==> src/hdl/lpnal2sc_pkg.sv <==
package lpnal2sc_pkg;

  // widths fixed by the stream format
  localparam int BYTE_W = 8;
  localparam int CFG_W = 3;
  localparam int SEEN_W = 2;
  localparam int START_CODE_LEN = 4;
  localparam int SC_IDX_W = 2;

  // defaults for the top-level parameters
  localparam int LEN_BYTES_DEFAULT = 4;
  localparam int QUEUE_DEPTH_DEFAULT = 4;

  localparam logic [CFG_W-1:0] CFG_SIZE_RESET = 3'd4;

  localparam logic [BYTE_W-1:0] START_CODE [START_CODE_LEN] =
    '{8'h00, 8'h00, 8'h00, 8'h01};

  // work item handed from the front to the back
  typedef enum logic [2:0] {
    CMD_PASS  = 3'b001,
    CMD_START = 3'b010,
    CMD_MARK  = 3'b100
  } cmd_kind_t;

  typedef struct packed {
    cmd_kind_t         kind;
    logic [BYTE_W-1:0] data;
    logic              last;
  } cmd_t;

endpackage

==> src/hdl/lpnal2sc_front.sv <==
module lpnal2sc_front #(
  parameter int MAX_LENGTH_BYTES = lpnal2sc_pkg::LEN_BYTES_DEFAULT
) (
  input  logic                              clk,
  input  logic                              rst,
  input  logic [lpnal2sc_pkg::BYTE_W-1:0]   data_byte,
  input  logic                              packet_end,
  input  logic                              accept,
  input  logic                              cfg_we,
  input  logic [lpnal2sc_pkg::CFG_W-1:0]    cfg_data,
  output lpnal2sc_pkg::cmd_t                cmd,
  output logic                              cmd_valid
);
  import lpnal2sc_pkg::*;

  localparam int ACC_W = BYTE_W * MAX_LENGTH_BYTES;

  logic [CFG_W-1:0]  field_size;
  logic              in_payload, in_payload_next;
  logic [SEEN_W-1:0] len_seen, len_seen_next;
  logic [ACC_W-1:0]  len_acc, len_acc_next;
  logic [ACC_W-1:0]  remaining, remaining_next;

  logic [CFG_W-1:0]        eff_size;
  logic [CFG_W-1:0]        seen;
  logic [ACC_W+BYTE_W-1:0] acc_wide;
  logic [ACC_W-1:0]        acc_shift;

  always_comb begin
    if (field_size == '0) begin
      eff_size = CFG_W'(1);
    end else if (field_size > CFG_W'(MAX_LENGTH_BYTES)) begin
      eff_size = CFG_W'(MAX_LENGTH_BYTES);
    end else begin
      eff_size = field_size;
    end
  end

  assign seen      = CFG_W'(len_seen) + CFG_W'(1);
  assign acc_wide  = {len_acc, data_byte};
  assign acc_shift = acc_wide[ACC_W-1:0];

  always_comb begin
    cmd.kind        = CMD_PASS;
    cmd.data        = data_byte;
    cmd.last        = packet_end;
    cmd_valid       = 1'b1;
    in_payload_next = in_payload;
    len_seen_next   = len_seen;
    len_acc_next    = len_acc;
    remaining_next  = remaining;
    if (in_payload) begin
      remaining_next = remaining - ACC_W'(1);
      if (remaining == ACC_W'(1)) begin
        in_payload_next = 1'b0;
      end
    end else begin
      len_acc_next = acc_shift;
      if (seen >= eff_size) begin
        len_seen_next = '0;
        len_acc_next  = '0;
        if (packet_end) begin
          cmd.kind = CMD_MARK;
        end else begin
          cmd.kind        = CMD_START;
          remaining_next  = acc_shift;
          in_payload_next = (acc_shift != '0);
        end
      end else begin
        len_seen_next = seen[SEEN_W-1:0];
        // length field bytes are swallowed unless the packet ends here
        cmd_valid     = packet_end;
        if (packet_end) begin
          cmd.kind = CMD_MARK;
        end
      end
    end
    // end of access unit: back to expecting a length field
    if (packet_end) begin
      in_payload_next = 1'b0;
      len_seen_next   = '0;
      len_acc_next    = '0;
      remaining_next  = '0;
    end
  end

  always_ff @(posedge clk) begin
    if (rst) begin
      field_size <= CFG_SIZE_RESET;
      in_payload <= 1'b0;
      len_seen   <= '0;
      len_acc    <= '0;
      remaining  <= '0;
    end else begin
      if (cfg_we) begin
        field_size <= cfg_data;
      end
      if (accept) begin
        in_payload <= in_payload_next;
        len_seen   <= len_seen_next;
        len_acc    <= len_acc_next;
        remaining  <= remaining_next;
      end
    end
  end

endmodule

==> src/hdl/lpnal2sc_queue.sv <==
module lpnal2sc_queue #(
  parameter int DEPTH = lpnal2sc_pkg::QUEUE_DEPTH_DEFAULT
) (
  input  logic               clk,
  input  logic               rst,
  input  logic               wr_en,
  input  lpnal2sc_pkg::cmd_t wr_data,
  output logic               full,
  input  logic               rd_en,
  output lpnal2sc_pkg::cmd_t rd_data,
  output logic               empty
);
  import lpnal2sc_pkg::*;

  localparam int PTR_W = (DEPTH > 1) ? $clog2(DEPTH) : 1;
  localparam int CNT_W = $clog2(DEPTH + 1);

  cmd_t             slots [DEPTH];
  logic [PTR_W-1:0] wr_ptr;
  logic [PTR_W-1:0] rd_ptr;
  logic [CNT_W-1:0] count;
  logic             do_wr, do_rd;

  assign full    = (count == CNT_W'(DEPTH));
  assign empty   = (count == '0);
  assign do_wr   = wr_en && !full;
  assign do_rd   = rd_en && !empty;
  assign rd_data = slots[rd_ptr];

  always_ff @(posedge clk) begin
    if (do_wr) begin
      slots[wr_ptr] <= wr_data;
    end
  end

  always_ff @(posedge clk) begin
    if (rst) begin
      wr_ptr <= '0;
      rd_ptr <= '0;
      count  <= '0;
    end else begin
      if (do_wr) begin
        wr_ptr <= (wr_ptr == PTR_W'(DEPTH - 1)) ? '0 : wr_ptr + PTR_W'(1);
      end
      if (do_rd) begin
        rd_ptr <= (rd_ptr == PTR_W'(DEPTH - 1)) ? '0 : rd_ptr + PTR_W'(1);
      end
      if (do_wr && !do_rd) begin
        count <= count + CNT_W'(1);
      end else if (do_rd && !do_wr) begin
        count <= count - CNT_W'(1);
      end
    end
  end

endmodule

==> src/hdl/lpnal2sc_back.sv <==
module lpnal2sc_back (
  input  logic                            clk,
  input  logic                            rst,
  input  lpnal2sc_pkg::cmd_t              head,
  input  logic                            head_empty,
  output logic                            head_pop,
  output logic [lpnal2sc_pkg::BYTE_W-1:0] out_byte,
  output logic                            byte_valid,
  output logic                            unit_start,
  output logic                            packet_done,
  output logic                            run_last,
  output logic                            empty,
  input  logic                            pop
);
  import lpnal2sc_pkg::*;

  logic                out_full;
  logic [SC_IDX_W-1:0] sc_idx;
  logic                load;

  logic [BYTE_W-1:0] byte_next;
  logic              valid_next, start_next, done_next, last_next;
  logic              item_done;

  assign load     = (!out_full || pop) && !head_empty;
  assign head_pop = load && item_done;
  assign empty    = !out_full;

  always_comb begin
    byte_next  = head.data;
    valid_next = 1'b1;
    start_next = 1'b0;
    done_next  = head.last;
    last_next  = 1'b1;
    item_done  = 1'b1;
    case (head.kind)
      CMD_PASS: begin
      end
      CMD_START: begin
        byte_next  = START_CODE[sc_idx];
        start_next = (sc_idx == '0);
        done_next  = 1'b0;
        last_next  = (sc_idx == SC_IDX_W'(START_CODE_LEN - 1));
        item_done  = last_next;
      end
      CMD_MARK: begin
        byte_next  = '0;
        valid_next = 1'b0;
        done_next  = 1'b1;
      end
      default: begin
      end
    endcase
  end

  always_ff @(posedge clk) begin
    if (rst) begin
      out_full <= 1'b0;
      sc_idx   <= '0;
    end else begin
      if (load) begin
        out_full <= 1'b1;
        sc_idx   <= item_done ? '0 : sc_idx + SC_IDX_W'(1);
      end else if (pop) begin
        out_full <= 1'b0;
      end
    end
  end

  always_ff @(posedge clk) begin
    if (load) begin
      out_byte    <= byte_next;
      byte_valid  <= valid_next;
      unit_start  <= start_next;
      packet_done <= done_next;
      run_last    <= last_next;
    end
  end

endmodule

==> src/hdl/length_prefixed_nal_to_start_codes_unit.sv <==
// an accepted byte's command is written into the command queue, then loaded into the result register
// throughput: one input byte per cycle while results drain; a completed length field
//   expands into four start-code results, one per cycle from the result register,
//   so input stalls once the queue fills; swallowed length bytes produce no result
// the command queue between front and back absorbs those bursts (QUEUE_DEPTH entries)
// reset (rst, synchronous): queue and result register empty, length field size 4,
//   parser expecting a length field
module length_prefixed_nal_to_start_codes_unit #(
  parameter int MAX_LENGTH_BYTES = lpnal2sc_pkg::LEN_BYTES_DEFAULT,
  parameter int QUEUE_DEPTH = lpnal2sc_pkg::QUEUE_DEPTH_DEFAULT
) (
  input  logic                            clk,
  input  logic                            rst,
  // input byte stream
  input  logic [lpnal2sc_pkg::BYTE_W-1:0] data_byte,
  input  logic                            packet_end,
  input  logic                            push,
  output logic                            full,
  // result stream
  output logic [lpnal2sc_pkg::BYTE_W-1:0] out_byte,
  output logic                            byte_valid,
  output logic                            unit_start,
  output logic                            packet_done,
  output logic                            run_last,
  output logic                            empty,
  input  logic                            pop,
  // length field size register
  input  logic                            cfg_valid,
  output logic                            cfg_ready,
  input  logic [lpnal2sc_pkg::CFG_W-1:0]  cfg_data
);
  import lpnal2sc_pkg::*;

  // front to queue
  cmd_t front_cmd;
  logic front_valid;
  logic accept;
  // queue to back
  cmd_t head;
  logic head_empty;
  logic head_pop;

  // register writes are always taken
  assign cfg_ready = 1'b1;

  // byte transfer happens whenever the queue has room
  assign accept = push && !full;

  // front: tracks length field / payload and turns each byte into at most one command
  lpnal2sc_front #(
    .MAX_LENGTH_BYTES(MAX_LENGTH_BYTES)
  ) u_front (
    .clk       (clk),
    .rst       (rst),
    .data_byte (data_byte),
    .packet_end(packet_end),
    .accept    (accept),
    .cfg_we    (cfg_valid && cfg_ready),
    .cfg_data  (cfg_data),
    .cmd       (front_cmd),
    .cmd_valid (front_valid)
  );

  // short command queue so the front keeps taking bytes during start-code bursts
  lpnal2sc_queue #(
    .DEPTH(QUEUE_DEPTH)
  ) u_queue (
    .clk    (clk),
    .rst    (rst),
    .wr_en  (accept && front_valid),
    .wr_data(front_cmd),
    .full   (full),
    .rd_en  (head_pop),
    .rd_data(head),
    .empty  (head_empty)
  );

  // back: expands commands into the result register, one result per cycle while results drain
  lpnal2sc_back u_back (
    .clk        (clk),
    .rst        (rst),
    .head       (head),
    .head_empty (head_empty),
    .head_pop   (head_pop),
    .out_byte   (out_byte),
    .byte_valid (byte_valid),
    .unit_start (unit_start),
    .packet_done(packet_done),
    .run_last   (run_last),
    .empty      (empty),
    .pop        (pop)
  );

endmodule

==> config.mk <==
export PLATFORM = sky130hd
export DESIGN_NAME = length_prefixed_nal_to_start_codes_unit
export DESIGN_NICKNAME = d
export VERILOG_FILES = /design/src/hdl/lpnal2sc_pkg.sv /design/src/hdl/lpnal2sc_front.sv /design/src/hdl/lpnal2sc_queue.sv /design/src/hdl/lpnal2sc_back.sv /design/src/hdl/length_prefixed_nal_to_start_codes_unit.sv
export SDC_FILE = /design/constraint.sdc
export NUM_CORES = 1
export LEC_CHECK = 0
export BUFFER_PORTS_ARGS = -buffer_cell sky130_fd_sc_hd__buf_2
export CORE_MARGIN = 5
export CORE_UTILIZATION = 59
export CTS_CLUSTER_DIAMETER = 100
export CTS_CLUSTER_SIZE = 10
export DETAILED_ROUTE_END_ITERATION = 8
export MAX_ROUTING_LAYER = met4
export PLACE_DENSITY = 0.77
export SYNTH_ARGS = -nofsm -noshare
export SYNTH_HDL_FRONTEND = slang
export SYNTH_SLANG_ARGS = --single-unit
==> constraint.sdc <==
create_clock -name clk -period 8.3 [get_ports clk]
set_input_delay 0.83 -clock clk [delete_from_list [all_inputs] [get_ports clk]]
set_output_delay 0.83 -clock clk [all_outputs]
set_load 0.1 [all_outputs]
==> impl_metrics.env, run 1 <==
export IMPL_status="completed"
export IMPL_synth_flop_cell="dfxtp_1"
export IMPL_gr_total_overflow=0
export IMPL_synth_area_sq_um=6250
export IMPL_fillers=743
export IMPL_drv_cap=0
export IMPL_drc_errors=0
export IMPL_first_iter_violations=592
export IMPL_ys_warn_count=0
export IMPL_place_gp_congestion=1.00
export IMPL_synthTopCellsByArea="edfxtp_1 (29%), dfxtp_1 (24%), mux4_2 (4.3%)"
export IMPL_cts_inserted_buffers=17
export IMPL_ir_worst_vdd_uv=231
export IMPL_drtPass1Iterations=8
export IMPL_hold_viol_final=0
export IMPL_dieArea_sq_um=12800
export IMPL_ios=32
export IMPL_dp_hpwl_um=10400
export IMPL_grt_max_degree=65
export IMPL_drv_slew=0
export IMPL_core_area_sq_um=10300
export IMPL_antenna_found_initial=0
export IMPL_rsz0062_at_grt="false"
export IMPL_syn_nets=625
export IMPL_drive_gt1_frac=0.141
export IMPL_cts_tree="done"
export IMPL_syn_inst=593
export IMPL_critPathCaptureType="register"
export IMPL_cp_max_fo=25
export IMPL_yosys_area_top_type="edfxtp_1"
export IMPL_timing_rr_start="u_front.len_seen[0]$_SDFFE_PP0P_"
export IMPL_areaGrowthSynthToFinish_pct=13.8
export IMPL_worstReg2RegEnd="u_queue.count[2]$_SDFFE_PP0P_"
export IMPL_power_mw=2.41
export IMPL_cts_hold_buffers_added=0
export IMPL_startpoint_type="register"
export IMPL_grt_pass1_wl_um=26200
export IMPL_yosysTopAreaCellShare=0.288
export IMPL_worstMarginPinSlew_ns=1.04
export IMPL_core_rowCount=37
export IMPL_holdWs_ns=0.469
export IMPL_cts_sinks=134
export IMPL_reg2reg_slack_ns=4.05
export IMPL_syn_area_per_cell_sq_um=10.5
export IMPL_synth_top_cells_by_count="dfxtp_1 (74), edfxtp_1 (60), nor2_1 (56)"
export IMPL_period_minus_slack_ns=4.25
export IMPL_wl_per_cell_um=21.6
export IMPL_n_antenna_cell=0
export IMPL_io_buffers=30
export IMPL_die_y_um=113
export IMPL_finalSetupViolCount=0
export IMPL_worstHoldPathType="reg -> reg"
export IMPL_synth_seq_cells=134
export IMPL_initial_core_util=0.606
export IMPL_synth_distinct_cells=67
export IMPL_fin_worst_skew_ns=0.00667
export IMPL_cp_arrival_ns=4.70
export IMPL_cp_startpoint="u_front.len_seen[0]$_SDFFE_PP0P_"
export IMPL_rr_worst_depth=12
export IMPL_p_leak_nw=2.63
export IMPL_clock_path_buffers=2
export IMPL_grt_pass1_vias=4920
export IMPL_power_per_cell_area_nw_per_um2=338
export IMPL_fin_nets=638
export IMPL_cts_resized=0
export IMPL_finalCritPeriodShare=0.512
export IMPL_vias_per_cell=6.62
export IMPL_drt_wl_total_um=16300
export IMPL_path_clk_slew_ns=0.06
export IMPL_cts_root_buf="clkbuf_8"
export IMPL_yosysMostFrequentCell="dfxtp_1"
export IMPL_clk_latency_ns=0.52
export IMPL_ant_nets=0
export IMPL_critPathKind="reg -> reg"
export IMPL_cp_endpoint="u_queue.count[2]$_SDFFE_PP0P_"
export IMPL_via_count=5001
export IMPL_max_clock_freq_mhz=235
export IMPL_htree_levels=4
export IMPL_chipWidth_um=113
export IMPL_slew_headroom=0.299
export IMPL_grtUsageTotal=0.270
export IMPL_async_flop_share=0
export IMPL_ys_seq_area_frac=0.525
export IMPL_required_ns=8.74
export IMPL_synth_edff_count=60
export IMPL_fin_tns_setup_ns=0
export IMPL_postCtsSetupBuffers=0
[routing by layer]
layer | global-route usage | vias up | share of wire
li1 | - | 2282 | -
met1 | 0.335 | 2384 | 0.40
met2 | 0.428 | 272 | 0.48
met3 | 0.0471 | 63 | 0.074
met4 | 0.133 | 0 | 0.043
met5 | - | - | 0
[logic make-up after synthesis]
group / after synthesis / share of synthesized area
simple gates: 199 / 0.169
compound gates: 148 / 0.163
flops: 134 / 0.525
buf+inv: 66 / 0.0406
mux: 21 / 0.0578
fa+ha+maj: 15 / 0.0312
xor+xnor: 9 / 0.0126
other cells: 1 / 0.000600
[power breakdown]
group | switching, mW | internal (mW) | leakage (nW)
Sequential | 0.0581 | 0.783 | 1.15
Combinational | 0.522 | 0.196 | 1.15
Clock | 0.282 | 0.565 | 0.323
Total | 0.863 | 1.54 | 2.63
[worst min-delay path by stage]
stage / cells after the start / to / slack [ns] / startpoint
after floorplan: 2 / u_back.out_full$_SDFFE_PP0P_ / 0.45 / u_back.out_full$_SDFFE_PP0P_
after global placement: 2 / u_back.out_full$_SDFFE_PP0P_ / 0.45 / u_back.out_full$_SDFFE_PP0P_
after CTS: 2 / u_back.out_full$_SDFFE_PP0P_ / 0.47 / u_back.out_full$_SDFFE_PP0P_
after global routing: 2 / u_back.out_full$_SDFFE_PP0P_ / 0.49 / u_back.out_full$_SDFFE_PP0P_
after detailed placement: 2 / u_back.out_full$_SDFFE_PP0P_ / 0.46 / u_back.out_full$_SDFFE_PP0P_
final: 2 / u_back.out_full$_SDFFE_PP0P_ / 0.47 / u_back.out_full$_SDFFE_PP0P_
[critical path: stages, from the launching register on]
cell	delay (ns)
dfxtp_1	0.34
ha_1	0.33
ha_1	0.30
nand2_1	0.08
o211ai_1	0.56
nand2_1	0.72
inv_2	0.49
ha_1	0.26
inv_1	0.07
fa_1	0.38
xor2_1	0.18
or3_1	0.31
a21oi_1	0.15
[cell type report]
class	count	area, sq um	area share
clock buffers	20	445	0.0626
clock inverters	12	223	0.0313
inverters	26	97.6	0.0137
multi-input cells	393	2720	0.382
flip-flops and latches	134	3280	0.461
well taps	136	170	0.0239
repair buffers	34	180	0.0253
[per-stage QoR]
step / util / instance area [sq um] / setup slack (ns) / std cells
final: 0.689 / 7120 / 4.05 / 755
after detailed placement: 0.625 / 6450 / 4.18 / 723
after floorplan: - / 6250 / 5.02 / 593
after global routing: 0.689 / 7120 / 3.82 / 755
after CTS: 0.689 / 7120 / 4.15 / 755
after global placement: 0.625 / 6450 / 4.44 / 723
[registers in the layout (all words and copies together), names as in the netlist, 2 cells and up, named ones only]
register,flops
u_queue.wr_ptr,2
u_back.out_byte,8
u_back.sc_idx,2
u_front.len_seen,2
u_queue.slots,48
u_front.field_size,3
u_queue.rd_ptr,2
u_front.remaining,32
u_queue.count,3
u_front.len_acc,24
[layout by cell type (no fill, tap or decap), drive strengths merged, types with 12 or more instances in the layout]
master   n
dfxtp   74
edfxtp  60
nor2    56
nand2   38
a21oi   34
buf     34
a22oi   28
inv     27
clkbuf  20
nor4    19
o21ai   17
a31oi   14
ha      14
nor3    14
mux4    12
Note: power is estimated with default switching activity, not from simulation.
==> run 2, diff against run 1 <==
--- a/config.mk
+++ b/config.mk
@@ -7,12 +7,12 @@
 export LEC_CHECK = 0
 export BUFFER_PORTS_ARGS = -buffer_cell sky130_fd_sc_hd__buf_2
 export CORE_MARGIN = 5
-export CORE_UTILIZATION = 59
+export CORE_UTILIZATION = 55
 export CTS_CLUSTER_DIAMETER = 100
 export CTS_CLUSTER_SIZE = 10
 export DETAILED_ROUTE_END_ITERATION = 8
 export MAX_ROUTING_LAYER = met4
-export PLACE_DENSITY = 0.77
+export PLACE_DENSITY = 0.76
 export SYNTH_ARGS = -nofsm -noshare
 export SYNTH_HDL_FRONTEND = slang
 export SYNTH_SLANG_ARGS = --single-unit
==> constraint.sdc (replaced) <==
create_clock -name clk -period 3.7 [get_ports clk]
set_input_delay 0.37 -clock clk [delete_from_list [all_inputs] [get_ports clk]]
set_output_delay 0.37 -clock clk [all_outputs]
set_load 0.1 [all_outputs]
==> run 2 against run 1 <==
Against the previous run: register-to-register slack got worse by 3.4 ns; clock skew shrank 0.0015 ns; critical endpoint unchanged; via count increased by 0.40%; non-clock buffer count is 10 higher; first-iteration DRC count decreased by 26%; maximum frequency increased by 39%; flip-flop and latch count unchanged; count of clock-buffer cells in the layout did not move; final cell count is 2.3% higher; wire length decreased by 2.9%.
==> impl_metrics.env, run 2 (synthesis results as in run 1) <==
export IMPL_drc_errors=0
export IMPL_reg_top3="u_queue.slots (48), u_front.remaining (32), u_front.len_acc (24)"
export IMPL_first_iter_violations=439
export IMPL_areaGrowthSynthToFinish_pct=13.8
export IMPL_required_ns=4.05
export IMPL_max_clock_freq_mhz=328
export IMPL_ant_nets=0
export IMPL_dieArea_sq_um=13600
export IMPL_critPathKind="reg -> reg"
export IMPL_core_rowCount=39
export IMPL_drt_wl_total_um=15800
export IMPL_cts_resized=0
export IMPL_postPlaceCellArea_sq_um=6530
export IMPL_switchingPower_mw=1.91
export IMPL_postCtsSetupBuffers=0
export IMPL_final_setup_worst_slack_ns=0.651
export IMPL_path_clk_slew_ns=0.06
export IMPL_drtPass1Iterations=6
export IMPL_initial_core_util=0.555
export IMPL_grt_max_degree=45
export IMPL_hold_viol_final=0
export IMPL_vias_per_cell=6.50
export IMPL_wl_per_cell_um=20.5
export IMPL_fin_worst_skew_ns=0.00515
export IMPL_grtUsageTotal=0.254
export IMPL_status="completed"
export IMPL_finalSetupViolCount=0
export IMPL_cts_hold_buffers_added=0
export IMPL_largest_register_ff_count=48
export IMPL_ios=32
export IMPL_die_y_um=117
export IMPL_htree_levels=4
export IMPL_clk_latency_ns=0.42
export IMPL_gr_total_overflow=0
export IMPL_critPathCaptureType="register"
export IMPL_grt_pass1_vias=4849
export IMPL_layout_commonest_cell="dfxtp_1"
export IMPL_fin_nets=648
export IMPL_chipWidth_um=117
export IMPL_rsz0062_at_grt="false"
export IMPL_final_cell_mix="dfxtp_1 (74), edfxtp_1 (60), nor2_1 (56)"
export IMPL_finalCritPeriodShare=0.824
export IMPL_drv_slew=0
export IMPL_slew_headroom=0.342
export IMPL_n_antenna_cell=0
export IMPL_cts_root_buf="clkbuf_16"
export IMPL_p_leak_nw=2.63
export IMPL_place_gp_congestion=0.928
export IMPL_cp_arrival_ns=3.40
export IMPL_cts_sinks=134
export IMPL_dp_hpwl_um=10700
export IMPL_fin_tns_setup_ns=0
export IMPL_regArea_sq_um=3280
export IMPL_worstHoldPathType="in -> reg"
export IMPL_drive_gt1_frac=0.154
export IMPL_sw_frac_of_total=0.371
export IMPL_multiInputGateArea_sq_um=2720
export IMPL_min_from="cfg_data[2]"
export IMPL_seq_power_share=0.364
export IMPL_worstMarginPinSlew_ns=0.979
export IMPL_stdcell_area_sq_um=7110
export IMPL_antenna_found_initial=0
export IMPL_cts_inserted_buffers=17
export IMPL_startpoint_type="register"
export IMPL_grt_pass1_wl_um=25300
export IMPL_clock_path_buffers=2
export IMPL_fillers=905
export IMPL_drv_cap=0
export IMPL_ir_worst_vdd_uv=833
export IMPL_period_minus_slack_ns=3.05
export IMPL_pwr_share_comb=0.318
export IMPL_cp_max_fo=12
export IMPL_power_per_cell_area_nw_per_um2=724
export IMPL_io_buffers=30
export IMPL_via_count=5021
export IMPL_core_area_sq_um=11300
export IMPL_pre_cts_ws_ns=0.657
export IMPL_p_int_mw=3.24
export IMPL_largest_register="u_queue.slots"
export IMPL_cts_tree="done"
export IMPL_pwr_share_clk=0.319
## run 2: cell types whose count changed in the layout (fill, tap and decap cells not counted), sizes merged
cell / previous run / this run
inv: 27 / 28
buf: 34 / 44
clkinvlp: 1 / 4
bufinv: 6 / 2
## run 2: through the flow
stage / hold WS (ns) / util / total power, mW / instances
floorplan: 0.445 / - / 3.18 / 593
global placement: 0.469 / 0.579 / 3.48 / 740
detailed placement: 0.478 / 0.579 / 3.53 / 740
CTS: 0.166 / 0.631 / 5.17 / 772
global route: 0.186 / 0.631 / 5.38 / 772
finish: 0.178 / 0.631 / 5.15 / 772
## run 2: cell type report
| class | instances | area share |
|---|---|---|
| clock buffer | 20 | 0.0642 |
| clock inverter | 12 | 0.0178 |
| inverter | 26 | 0.0137 |
| multi-input combinational | 393 | 0.382 |
| sequential | 134 | 0.461 |
| tap | 143 | 0.0251 |
| timing repair buffer | 44 | 0.0359 |
## run 2: critical path, stage by stage (launching register included)
cell	delay, ns
dfxtp_1	0.69
mux4_2	0.40
nor3b_1	0.21
buf_4	0.16
a21boi_1	0.16
inv_2	0.09
ha_1	0.18
inv_1	0.06
fa_1	0.37
xor2_1	0.18
or3_1	0.32
a21oi_1	0.15
## run 2: power by group through the flow
stage | Clock (mW) | Combinational [mW] | Sequential (mW)
floorplan | 0 | 0.843 | 2.34
global placement | 0 | 1.58 | 1.89
detailed placement | 0 | 1.62 | 1.91
CTS | 1.66 | 1.63 | 1.88
global route | 1.74 | 1.75 | 1.90
finish | 1.64 | 1.64 | 1.87
## run 2: worst paths after layout
path / to / slack (ns) / cells after the start
worst min register to register: u_back.out_full$_SDFFE_PP0P_ / 0.49 / 2
worst max-delay path: u_queue.count[2]$_SDFFE_PP0P_ / 0.65 / 11
worst max register to register: u_queue.count[2]$_SDFFE_PP0P_ / 0.65 / 11
worst min-delay path: u_front.field_size[2]$_SDFFE_PP1P_ / 0.18 / 3
## run 2: per-layer routing
layer | vias up | share of wire | GRT usage
met5 | - | 0 | -
met4 | 0 | 0.046 | 0.131
met3 | 64 | 0.072 | 0.0622
met2 | 243 | 0.49 | 0.403
met1 | 2415 | 0.39 | 0.301
li1 | 2299 | - | -
==> run 3, diff against run 2 <==
--- a/config.mk
+++ b/config.mk
@@ -7,12 +7,12 @@
 export LEC_CHECK = 0
 export BUFFER_PORTS_ARGS = -buffer_cell sky130_fd_sc_hd__buf_2
 export CORE_MARGIN = 5
-export CORE_UTILIZATION = 55
+export CORE_UTILIZATION = 59
 export CTS_CLUSTER_DIAMETER = 100
 export CTS_CLUSTER_SIZE = 10
 export DETAILED_ROUTE_END_ITERATION = 8
 export MAX_ROUTING_LAYER = met4
-export PLACE_DENSITY = 0.76
+export PLACE_DENSITY = 0.77
 export SYNTH_ARGS = -nofsm -noshare
 export SYNTH_HDL_FRONTEND = slang
 export SYNTH_SLANG_ARGS = --single-unit
==> constraint.sdc (replaced) <==
create_clock -name clk -period 3.1 [get_ports clk]
set_input_delay 0.31 -clock clk [delete_from_list [all_inputs] [get_ports clk]]
set_output_delay 0.31 -clock clk [all_outputs]
set_load 0.1 [all_outputs]
==> run 3 against run 2 <==
Against the previous run: count of clock-buffer cells in the layout is 2 lower; cell area increased by 0.55%; critical endpoint unchanged; largest power group unchanged; final cell count fell by 0.13%; via count shrank 1.0%; hold slack lost 0.15 ns; highest routed layer unchanged.
==> impl_metrics.env, run 3 (synthesis results as in run 1) <==
export IMPL_final_util=0.693
export IMPL_fin_tns_setup_ns=0
export IMPL_drtPass1Iterations=6
export IMPL_startpoint_type="register"
export IMPL_power_mw=6.17
export IMPL_status="completed"
export IMPL_worstHoldPathType="in -> reg"
export IMPL_cp_max_fo=4
export IMPL_cts_tree="done"
export IMPL_initial_core_util=0.606
export IMPL_drc_errors=0
export IMPL_first_iter_violations=525
export IMPL_grt_pass1_wl_um=25800
export IMPL_io_buffers=30
export IMPL_finalCritPeriodShare=0.938
export IMPL_drv_slew=0
export IMPL_slew_headroom=0.567
export IMPL_power_per_cell_area_nw_per_um2=863
export IMPL_holdWs_ns=0.0262
export IMPL_wl_per_cell_um=20.3
export IMPL_postPlaceCellArea_sq_um=6590
export IMPL_drv_cap=0
export IMPL_cts_resized=0
export IMPL_clk_latency_ns=0.51
export IMPL_htree_levels=4
export IMPL_ant_nets=0
export IMPL_cts_root_buf="clkbuf_8"
export IMPL_hold_viol_final=0
export IMPL_cts_sinks=134
export IMPL_rsz0062_at_grt="false"
export IMPL_critPathCaptureType="register"
export IMPL_via_count=4969
export IMPL_fillers=757
export IMPL_vias_per_cell=6.44
export IMPL_grt_pass1_vias=4987
export IMPL_chipWidth_um=113
export IMPL_largest_register="u_queue.slots"
export IMPL_final_cell_mix="dfxtp_1 (74), edfxtp_1 (60), nor2_1 (56)"
export IMPL_antenna_found_initial=0
export IMPL_grtUsageTotal=0.264
export IMPL_worstMarginPinSlew_ns=0.649
export IMPL_cpPeakStageDelay_ns=0.39
export IMPL_dp_hpwl_um=10600
export IMPL_die_y_um=113
export IMPL_drive_gt1_frac=0.167
export IMPL_fin_nets=654
export IMPL_ios=32
export IMPL_critPathKind="reg -> reg"
export IMPL_largest_register_ff_count=48
export IMPL_required_ns=3.54
export IMPL_reg_top3="u_queue.slots (48), u_front.remaining (32), u_front.len_acc (24)"
export IMPL_regArea_sq_um=3280
export IMPL_finalSetupViolCount=0
export IMPL_ir_worst_vdd_uv=700
export IMPL_max_clock_freq_mhz=344
export IMPL_fin_cells=771
export IMPL_stdcell_area_sq_um=7150
export IMPL_place_gp_congestion=0.907
export IMPL_dieArea_sq_um=12800
export IMPL_period_minus_slack_ns=2.91
export IMPL_core_area_sq_um=10300
export IMPL_p_leak_nw=2.66
export IMPL_fin_worst_skew_ns=0.0109
export IMPL_path_clk_slew_ns=0.06
export IMPL_dp_cells=739
export IMPL_layout_commonest_cell="dfxtp_1"
export IMPL_pre_cts_ws_ns=0.243
export IMPL_areaGrowthSynthToFinish_pct=14.4
export IMPL_cp_slowest_cell="dfxtp_1"
export IMPL_n_antenna_cell=0
export IMPL_clock_path_buffers=2
export IMPL_gr_total_overflow=0
export IMPL_cts_hold_buffers_added=0
export IMPL_path_cells="ha_1, ha_1, nand2_1, o211ai_1, nand2_1, inv_2, ha_4, inv_1, fa_1, xor2_1, or3_1, a21oi_1"
export IMPL_core_rowCount=37
export IMPL_final_setup_worst_slack_ns=0.193
export IMPL_postCtsSetupBuffers=0
export IMPL_multiInputGateArea_sq_um=2730
export IMPL_drt_wl_total_um=15600
export IMPL_grt_max_degree=45
export IMPL_cp_arrival_ns=3.35
export IMPL_cts_inserted_buffers=17
## run 3: cell count changes in the layout (fill, tap and decap cells not counted)
cell | before | now
buf_4 | 14 | 20
ha_4 | 0 | 1
clkbuf_8 | 2 | 1
ha_1 | 14 | 13
inv_8 | 0 | 1
inv_6 | 2 | 4
clkinvlp_4 | 4 | 2
clkinv_1 | 1 | 0
clkinvlp_2 | 0 | 1
clkinv_4 | 0 | 1
clkbuf_16 | 17 | 16
nor3b_1 | 2 | 1
nor3b_2 | 0 | 1
## run 3: cell type report
cell class,instances,area share
Clock inverter,14,0.0210
Timing Repair Buffer,50,0.0420
Multi-Input combinational cell,393,0.382
Sequential cell,134,0.459
Clock buffer,18,0.0584
Inverter,26,0.0136
Tap cell,136,0.0238
## run 3: final timing paths
check                                   startpoint                                 end  slack (ns)  cells past startpoint
setup reg to reg  u_front.len_seen[0]$_SDFFE_PP0P_       u_queue.count[2]$_SDFFE_PP0P_        0.19                     12
hold / removal                         cfg_data[2]  u_front.field_size[2]$_SDFFE_PP1P_        0.03                      3
setup / recovery  u_front.len_seen[0]$_SDFFE_PP0P_       u_queue.count[2]$_SDFFE_PP0P_        0.19                     12
hold reg to reg       u_back.out_full$_SDFFE_PP0P_        u_back.out_full$_SDFFE_PP0P_        0.49                      2
## run 3: routing by layer
layer / up-vias / track usage / part of all wire
met5: - / - / 0
met4: 0 / 0.115 / 0.027
met3: 34 / 0.0449 / 0.069
met2: 252 / 0.445 / 0.51
met1: 2364 / 0.313 / 0.39
li1: 2319 / - / -
## run 3: power breakdown
group | internal (mW) | switching (mW)
combinational | 0.599 | 1.43
clock | 1.15 | 0.782
sequential | 2.10 | 0.116
## run 3: worst max-delay path, delay by kind of cell, from the launching register on
kind | cells | cell delay [ns]
fa+ha+maj | 4 | 1.06
simple gates | 3 | 0.54
compound gates | 2 | 0.51
flops | 1 | 0.39
xor+xnor | 1 | 0.18
buf+inv | 2 | 0.16
